**src/hdl/cdpd_pkg.sv**
```systemverilog
package cdpd_pkg;

    localparam int DAY_W    = 7;
    localparam int MONTH_W  = 7;
    localparam int YEAR_W   = 14;
    localparam int DIFF_W   = 22;
    localparam int LIMIT_W  = 12;
    localparam int NUM_W    = 23;   // day number, fits years up to 16383
    localparam int DOY_W    = 9;
    localparam int Q100_W   = 8;    // 16383 / 100 = 163
    localparam int YPX_W    = 13;

    localparam int PADDR_W  = 3;
    localparam int PDATA_W  = 32;

    localparam logic [LIMIT_W-1:0] LIMIT_RESET = 12'd120;

    // x / 100 == (x * 5243) >> 19, exact for x < 43690
    localparam logic [18:0] RECIP_100 = 19'd5243;
    localparam int          RECIP_SH  = 19;

    typedef enum logic [1:0] {
        ORD_EQUAL = 2'd0,
        ORD_EARLY = 2'd1,
        ORD_LATE  = 2'd2
    } t_order;

    // register index, taken from paddr word bits
    localparam logic REG_LIMIT = 1'b0;

    // per-stage advance enables of the date pipeline
    typedef struct packed {
        logic s1;
        logic s2;
        logic s3;
    } t_adv;

    function automatic logic [Q100_W-1:0] div100(input logic [YEAR_W-1:0] x);
        logic [YEAR_W+RECIP_SH-1:0] p;
        p = (YEAR_W+RECIP_SH)'(x) * (YEAR_W+RECIP_SH)'(RECIP_100);
        return p[RECIP_SH +: Q100_W];
    endfunction

    function automatic logic [DOY_W-1:0] days_before(input logic [3:0] m);
        logic [DOY_W-1:0] r;
        case (m)
            4'd1:    r = 9'd0;
            4'd2:    r = 9'd31;
            4'd3:    r = 9'd59;
            4'd4:    r = 9'd90;
            4'd5:    r = 9'd120;
            4'd6:    r = 9'd151;
            4'd7:    r = 9'd181;
            4'd8:    r = 9'd212;
            4'd9:    r = 9'd243;
            4'd10:   r = 9'd273;
            4'd11:   r = 9'd304;
            4'd12:   r = 9'd334;
            default: r = 9'd0;
        endcase
        return r;
    endfunction

    function automatic logic [4:0] month_len(input logic [MONTH_W-1:0] m, input logic leap);
        logic [4:0] r;
        case (m)
            7'd2:                      r = leap ? 5'd29 : 5'd28;
            7'd4, 7'd6, 7'd9, 7'd11:   r = 5'd30;
            default:                   r = 5'd31;
        endcase
        return r;
    endfunction

endpackage

```
**src/hdl/cdpd_day_number.sv**
```systemverilog
module cdpd_day_number
    import cdpd_pkg::*;
(
    input  logic                 i_clk,
    input  t_adv                 i_adv,
    input  logic [DAY_W-1:0]     i_day,
    input  logic [MONTH_W-1:0]   i_month,
    input  logic [YEAR_W-1:0]    i_year,
    input  logic                 i_well_formed,
    output logic                 o_valid,
    output logic [NUM_W-1:0]     o_num
);

    // stage 1: fields, y-1 and the /100 quotients
    logic [DAY_W-1:0]   r_d;
    logic [MONTH_W-1:0] r_m;
    logic [YEAR_W-1:0]  r_y;
    logic               r_wf;
    logic [YEAR_W-1:0]  r_yp;
    logic [Q100_W-1:0]  r_qy;
    logic [Q100_W-1:0]  r_qyp;

    // stage 2: validity, day of year, year part
    logic               r_ok2;
    logic [DOY_W-1:0]   r_doy;
    logic [NUM_W-1:0]   r_yp365;
    logic [YPX_W-1:0]   r_ypx;

    // stage 3: day number
    logic               r_ok3;
    logic [NUM_W-1:0]   r_num;

    logic [YEAR_W-1:0]  n_yp;
    logic               div_100;
    logic               leap;
    logic [4:0]         len;
    logic               n_ok2;
    logic [DOY_W-1:0]   n_doy;

    assign n_yp = i_year - YEAR_W'(1);

    always_ff @(posedge i_clk) begin
        if (i_adv.s1) begin
            r_d   <= i_day;
            r_m   <= i_month;
            r_y   <= i_year;
            r_wf  <= i_well_formed;
            r_yp  <= n_yp;
            r_qy  <= div100(i_year);
            r_qyp <= div100(n_yp);
        end
    end

    always_comb begin
        div_100 = (r_y == YEAR_W'(YEAR_W'(r_qy) * YEAR_W'(100)));
        leap    = ((r_y[1:0] == 2'b00) && !div_100) || (div_100 && (r_qy[1:0] == 2'b00));
        len     = month_len(r_m, leap);
        n_ok2   = r_wf && (r_y != '0) && (r_m >= 7'd1) && (r_m <= 7'd12)
                  && (r_d >= 7'd1) && (r_d <= DAY_W'(len));
        n_doy   = days_before(r_m[3:0]) + DOY_W'(r_d)
                  + DOY_W'((r_m > 7'd2) && leap);
    end

    always_ff @(posedge i_clk) begin
        if (i_adv.s2) begin
            r_ok2   <= n_ok2;
            r_doy   <= n_doy;
            r_yp365 <= NUM_W'(r_yp) * NUM_W'(365);
            // (y-1)/4 - (y-1)/100 + (y-1)/400, never negative
            r_ypx   <= YPX_W'(r_yp >> 2) - YPX_W'(r_qyp) + YPX_W'(r_qyp >> 2);
        end
    end

    always_ff @(posedge i_clk) begin
        if (i_adv.s3) begin
            r_ok3 <= r_ok2;
            r_num <= r_yp365 + NUM_W'(r_ypx) + NUM_W'(r_doy);
        end
    end

    assign o_valid = r_ok3;
    assign o_num   = r_num;

endmodule

```
**src/hdl/calendar_date_pair_difference.sv**
```systemverilog
// Gregorian date-pair difference, one request per clock.
//
// Input channel (i_valid / o_ready): two dates, each day, month, year and a
// well-formed flag. Output channel (o_valid / i_ready): per-date validity,
// order of the pair (equal / first earlier / first later, compared on the raw
// year, month, day fields), low 22 bits of the absolute day count between the
// dates (0 if either date is invalid) and a flag that the count <= limit_days.
//
// Four register stages: /100 quotients, then validity, day of year and
// 365*(y-1), then the day number, then the subtract and limit compare into the
// output register; valid bits go r_v1, r_v2, r_v3, r_v4 (o_valid). Throughput
// is one request per cycle while i_ready is high; each stage carries its own
// valid bit and advances when it is empty or the stage after it advances.
//
// When the receiver holds i_ready low the output register holds its result
// and the stages behind it keep filling; o_ready falls only once all four
// stages are full. Reset empties the pipeline and sets limit_days to 120.
// limit_days sits at APB byte address 0; pready is always high.
module calendar_date_pair_difference
    import cdpd_pkg::*;
(
    input  logic                 i_clk,
    input  logic                 i_rst_n,

    input  logic                 psel,
    input  logic                 penable,
    input  logic                 pwrite,
    input  logic [PADDR_W-1:0]   paddr,
    input  logic [PDATA_W-1:0]   pwdata,
    output logic [PDATA_W-1:0]   prdata,
    output logic                 pready,

    input  logic                 i_valid,
    output logic                 o_ready,
    input  logic [DAY_W-1:0]     i_first_day,
    input  logic [MONTH_W-1:0]   i_first_month,
    input  logic [YEAR_W-1:0]    i_first_year,
    input  logic                 i_first_well_formed,
    input  logic [DAY_W-1:0]     i_second_day,
    input  logic [MONTH_W-1:0]   i_second_month,
    input  logic [YEAR_W-1:0]    i_second_year,
    input  logic                 i_second_well_formed,

    output logic                 o_valid,
    input  logic                 i_ready,
    output logic                 o_first_valid,
    output logic                 o_second_valid,
    output logic [1:0]           o_order,
    output logic [DIFF_W-1:0]    o_day_difference,
    output logic                 o_within_limit
);

    // ---- configuration register ----
    logic [LIMIT_W-1:0] r_limit;

    assign pready = 1'b1;

    always_ff @(posedge i_clk) begin
        if (!i_rst_n) begin
            r_limit <= LIMIT_RESET;
        end else if (psel && penable && pwrite && (paddr[2] == REG_LIMIT)) begin
            r_limit <= pwdata[LIMIT_W-1:0];
        end
    end

    assign prdata = (paddr[2] == REG_LIMIT) ? PDATA_W'(r_limit) : '0;

    // ---- pipeline control ----
    logic r_v1, r_v2, r_v3, r_v4;
    logic adv4;
    t_adv adv;

    always_comb begin
        adv4   = !r_v4 || i_ready;
        adv.s3 = !r_v3 || adv4;
        adv.s2 = !r_v2 || adv.s3;
        adv.s1 = !r_v1 || adv.s2;
    end

    assign o_ready = adv.s1;

    always_ff @(posedge i_clk) begin
        if (!i_rst_n) begin
            r_v1 <= 1'b0;
            r_v2 <= 1'b0;
            r_v3 <= 1'b0;
            r_v4 <= 1'b0;
        end else begin
            if (adv.s1) r_v1 <= i_valid;
            if (adv.s2) r_v2 <= r_v1;
            if (adv.s3) r_v3 <= r_v2;
            if (adv4)   r_v4 <= r_v3;
        end
    end

    // ---- ordering on raw fields ----
    logic [DAY_W+MONTH_W+YEAR_W-1:0] key1, key2;
    t_order n_ord;
    t_order r_ord1, r_ord2, r_ord3, r_ord4;

    always_comb begin
        key1 = {i_first_year, i_first_month, i_first_day};
        key2 = {i_second_year, i_second_month, i_second_day};
        if (key1 == key2)     n_ord = ORD_EQUAL;
        else if (key1 < key2) n_ord = ORD_EARLY;
        else                  n_ord = ORD_LATE;
    end

    always_ff @(posedge i_clk) begin
        if (adv.s1) r_ord1 <= n_ord;
        if (adv.s2) r_ord2 <= r_ord1;
        if (adv.s3) r_ord3 <= r_ord2;
    end

    // ---- per-date day numbers (stages 1..3) ----
    logic               ok1, ok2;
    logic [NUM_W-1:0]   num1, num2;

    cdpd_day_number u_first (
        .i_clk         (i_clk),
        .i_adv         (adv),
        .i_day         (i_first_day),
        .i_month       (i_first_month),
        .i_year        (i_first_year),
        .i_well_formed (i_first_well_formed),
        .o_valid       (ok1),
        .o_num         (num1)
    );

    cdpd_day_number u_second (
        .i_clk         (i_clk),
        .i_adv         (adv),
        .i_day         (i_second_day),
        .i_month       (i_second_month),
        .i_year        (i_second_year),
        .i_well_formed (i_second_well_formed),
        .o_valid       (ok2),
        .o_num         (num2)
    );

    // ---- stage 4: difference and limit check ----
    logic [NUM_W-1:0]  n_diff;
    logic              r_ok_a, r_ok_b, r_within;
    logic [DIFF_W-1:0] r_diff;

    always_comb begin
        if (!(ok1 && ok2))    n_diff = '0;
        else if (num1 > num2) n_diff = num1 - num2;
        else                  n_diff = num2 - num1;
    end

    always_ff @(posedge i_clk) begin
        if (adv4) begin
            r_ok_a   <= ok1;
            r_ok_b   <= ok2;
            r_ord4   <= r_ord3;
            r_diff   <= n_diff[DIFF_W-1:0];
            // compare on the full count, before truncation
            r_within <= (n_diff <= NUM_W'(r_limit));
        end
    end

    assign o_valid          = r_v4;
    assign o_first_valid    = r_ok_a;
    assign o_second_valid   = r_ok_b;
    assign o_order          = r_ord4;
    assign o_day_difference = r_diff;
    assign o_within_limit   = r_within;

    // ---- assertions ----
    a_diff_needs_valid: assert property (@(posedge i_clk) disable iff (!i_rst_n)
        o_valid && (o_day_difference != '0) |-> o_first_valid && o_second_valid)
        else $error("nonzero difference with an invalid date");

    a_equal_zero: assert property (@(posedge i_clk) disable iff (!i_rst_n)
        o_valid && (o_order == ORD_EQUAL) && o_first_valid && o_second_valid
        |-> o_day_difference == '0)
        else $error("equal dates with nonzero difference");

    a_over_needs_valid: assert property (@(posedge i_clk) disable iff (!i_rst_n)
        o_valid && !o_within_limit |-> o_first_valid && o_second_valid)
        else $error("limit exceeded with an invalid date");

    a_full_blocks: assert property (@(posedge i_clk) disable iff (!i_rst_n)
        r_v1 && r_v2 && r_v3 && r_v4 && !i_ready |-> !o_ready)
        else $error("input taken while pipeline full and stalled");

endmodule
```
**config.mk**
```make
export PLATFORM = sky130hd
export DESIGN_NAME = calendar_date_pair_difference
export DESIGN_NICKNAME = d
export VERILOG_FILES = /design/src/hdl/cdpd_pkg.sv /design/src/hdl/cdpd_day_number.sv /design/src/hdl/calendar_date_pair_difference.sv
export SDC_FILE = /design/constraint.sdc
export NUM_CORES = 2
export LEC_CHECK = 0
export BUFFER_PORTS_ARGS = -buffer_cell sky130_fd_sc_hd__buf_2
export CORE_MARGIN = 1
export CORE_UTILIZATION = 52
export CTS_CLUSTER_DIAMETER = 80
export CTS_CLUSTER_SIZE = 25
export DETAILED_ROUTE_END_ITERATION = 12
export MAX_ROUTING_LAYER = met4
export PLACE_DENSITY = 0.72
export SLEW_MARGIN = 30
export SYNTH_ARGS = -nofsm -noshare
export SYNTH_HDL_FRONTEND = slang
export SYNTH_SLANG_ARGS = --single-unit
```
**constraint.sdc**
```tcl
create_clock -name i_clk -period 6.6 [get_ports i_clk]
set_input_delay 0.66 -clock i_clk [delete_from_list [all_inputs] [get_ports i_clk]]
set_output_delay 0.66 -clock i_clk [all_outputs]
set_load 0.03 [all_outputs]
```
==> results.sh <==
export IMPL_hold_viol_final=0
export IMPL_max_freq_ghz=0.162
export IMPL_regToRegSetupSlack_ps=950
export IMPL_rsz0062_at_grt="no"
export IMPL_cts_tree="yes"
export IMPL_clock_sinks=325
export IMPL_synth_cell_type_count=89
export IMPL_synth_warnings=0
export IMPL_grt_antenna_before_repair=0
export IMPL_place_congestion=0.944
export IMPL_place_area_um2=40800
export IMPL_maxCapViolations=0
export IMPL_synthCells=3672
export IMPL_fin_util_pct=57.9
export IMPL_synth_edf_count=291
export IMPL_dieHeight_um=273
export IMPL_ant_nets=0
export IMPL_final_common_cell="inv_1"
export IMPL_period_minus_slack_ps=6180
export IMPL_holdBufCountCts=0
export IMPL_die_w_um=273
export IMPL_critPathRequiredTime_ps=6960
export IMPL_drtIter0Drc=1292
export IMPL_crit_path_start_kind="primary input"
export IMPL_cts_htree_levels=1
export IMPL_synth_flop_cell="edfxtp_1"
export IMPL_min_to="u_second.r_wf"
export IMPL_crit_fanout=5
export IMPL_initial_utilization_pct=53.0
export IMPL_clkTransAtPathRegs_ps=100
export IMPL_grt_pass1_vias=26334
export IMPL_synthArstFlopShare_pct=0
export IMPL_coreArea_um2=72100
export IMPL_drc=0
export IMPL_overflow=0
export IMPL_fin_area_um2=41700
export IMPL_grt_max_degree=79
export IMPL_viasPerCell=5.20
export IMPL_wl_per_cell_um=16.1
export IMPL_fin_skew_ps=36.1
export IMPL_hp_class="in2reg"
export IMPL_endpoint_kind="register"
export IMPL_finalPower_w=0.0208
export IMPL_slew_violations=0
export IMPL_synth_seq_cells=325
export IMPL_crit_reg2reg_launch="u_first.o_num[17]"
export IMPL_postCtsSetupBuffers=0
export IMPL_die_area_um2=74500
export IMPL_first_pass_iters=5
export IMPL_syn2layout_area_growth_pct=9.34
export IMPL_grtUsageTotal_pct=22.6
export IMPL_nets=5158
export IMPL_crit_type="in2reg"
export IMPL_diodes=0
export IMPL_maxSlewHeadroom_pct=40.0
export IMPL_routed_wl_mm=78.9
export IMPL_status="finished clean"
export IMPL_hp_start="i_second_well_formed"
export IMPL_io_buffer_count=118
export IMPL_vdd_ir_drop_max_mv=0.278
export IMPL_ys_seq_area_share_pct=24.7
export IMPL_vias=25451
export IMPL_fin_crit_sh_pct=93.6
export IMPL_cts_resized=0
export IMPL_final_layout_size_suffix_gt1_share_pct=9.35
export IMPL_netlist_area_um2=38200
export IMPL_cts_made_buffers=25
export IMPL_rows=98
export IMPL_hpwl_mm=68.0
export IMPL_worstSkewPairLatency_ps=590
export IMPL_worst_slew_pin_slew_ps=875
export IMPL_power_density_nw_per_um2=498
export IMPL_cts_root_buf="clkbuf_16"
export IMPL_clk_path_buf_depth=3
export IMPL_arrival_ps=6530
export IMPL_p_leak_nw=21.5
export IMPL_ios=162
export IMPL_setup_violations=0
export IMPL_syn_area_per_cell_um2=10.4
export IMPL_r2r_cells=19
export IMPL_holdPathStages=1
export IMPL_timing_rr_end="o_within_limit"
export IMPL_final_cell_mix="inv_1, ha_1, fa_1"
export IMPL_grt_pass1_wl_mm=131
power breakdown:
part	switching (W)	total, W	internal (W)
Clock	0.000868	0.00166	0.000789
Combinational	0.00849	0.0153	0.00684
Sequential	0.000423	0.00378	0.00336
Total	0.00979	0.0208	0.0110
stage by stage:
step	setup TNS [ps]	std cells	worst slack, ps	hold slack (ps)
global route	0	4897	37.4	218
detailed placement	-1300	4852	-352	405
CTS	0	4897	266	210
floorplan	-24.3	3691	-24.3	400
global placement	-763	4852	-238	404
finish	0	4897	425	233
synthesized netlist by cell type (all sizes together) (22+ instances only):
library cell / instances / area share (%)
inv: 855 / 8.4
ha: 752 / 25
fa: 377 / 20
edfxtp: 291 / 23
xnor2: 156 / 3.6
nor2: 152 / 1.5
a21oi: 134 / 1.8
nand2: 129 / 1.3
o21ai: 111 / 1.5
a21o: 76 / 1.5
nor3: 60 / 0.80
xor2: 54 / 1.2
nand3: 48 / 0.63
buf: 38 / 0.76
dfxtp: 34 / 1.8
a21boi: 31 / 0.61
nand4: 30 / 0.55
nor2b: 27 / 0.44
o21a: 25 / 0.51
and3: 22 / 0.36
nand2b: 22 / 0.36
cells by family after synthesis:
kind of cell / count (synthesis) / share of synthesized area, %
compound gates: 501 / 8.56
xor+xnor: 210 / 4.82
fa+ha+maj: 1129 / 44.4
buf+inv: 908 / 9.37
flops: 325 / 24.7
mux: 25 / 0.678
other cells: 2 / 0.0197
simple gates: 572 / 7.47
worst max path at each step:
stage	startpoint	end	slack, ps
after global routing	i_second_year[1]	u_second.r_qyp[7]	40
final	i_second_year[1]	u_second.r_qyp[7]	420
after detailed placement	i_second_year[1]	u_second.r_qyp[7]	-350
after global placement	i_second_year[1]	u_second.r_qyp[7]	-240
after floorplan	i_second_year[1]	u_second.r_qyp[7]	-20
after CTS	i_second_year[1]	u_second.r_qyp[7]	270
state kept, by name, indices dropped and copies added (netlist names), 12 cells and up, named ones only:
name              cells
u_second.r_ypx       13
u_second.r_y         14
u_first.r_y          14
u_first.o_num        23
u_second.r_yp        14
u_second.o_num       23
u_second.r_yp365     23
u_first.r_ypx        13
u_first.r_yp         14
r_limit              12
u_first.r_yp365      23
o_day_difference     22
final cells by class:
cell class	count	area, um2
Inverter	855	3210
Clock inverter	17	248
Multi-Input combinational cell	2458	25300
Timing Repair Buffer	264	1690
Sequential cell	325	9420
Fill cell	6099	30400
Clock buffer	28	658
Tap cell	950	1190
worst max-delay path: stages:
cell,delay [ps]
buf_2,110
inv_1,130
ha_1,190
nand2_1,70
nand2_1,70
nand2_1,60
a21boi_0,200
buf_4,140
buf_4,100
nand3_1,110
xnor2_2,240
fa_1,460
ha_1,320
fa_1,480
inv_1,50
fa_1,510
fa_1,560
inv_1,50
ha_1,300
a21o_1,160
a21o_1,200
nor3_1,170
nor2_1,110
a311oi_1,340
o21ai_0,200
a31o_2,280
a21oi_1,170
xnor2_1,70
metal layers:
| layer | share of wire [%] | vias up | global-route usage [%] | wire length (um) |
|---|---|---|---|---|
| met2 | 47 | 487 | 37.4 | 37400 |
| met4 | 2.8 | 0 | 5.84 | 2200 |
| met1 | 46 | 12230 | 29.6 | 36000 |
| met3 | 4.0 | 115 | 2.19 | 3190 |
| met5 | 0 | - | - | 0 |
| li1 | - | 12619 | - | - |
Note: power is estimated with default switching activity, not from simulation.
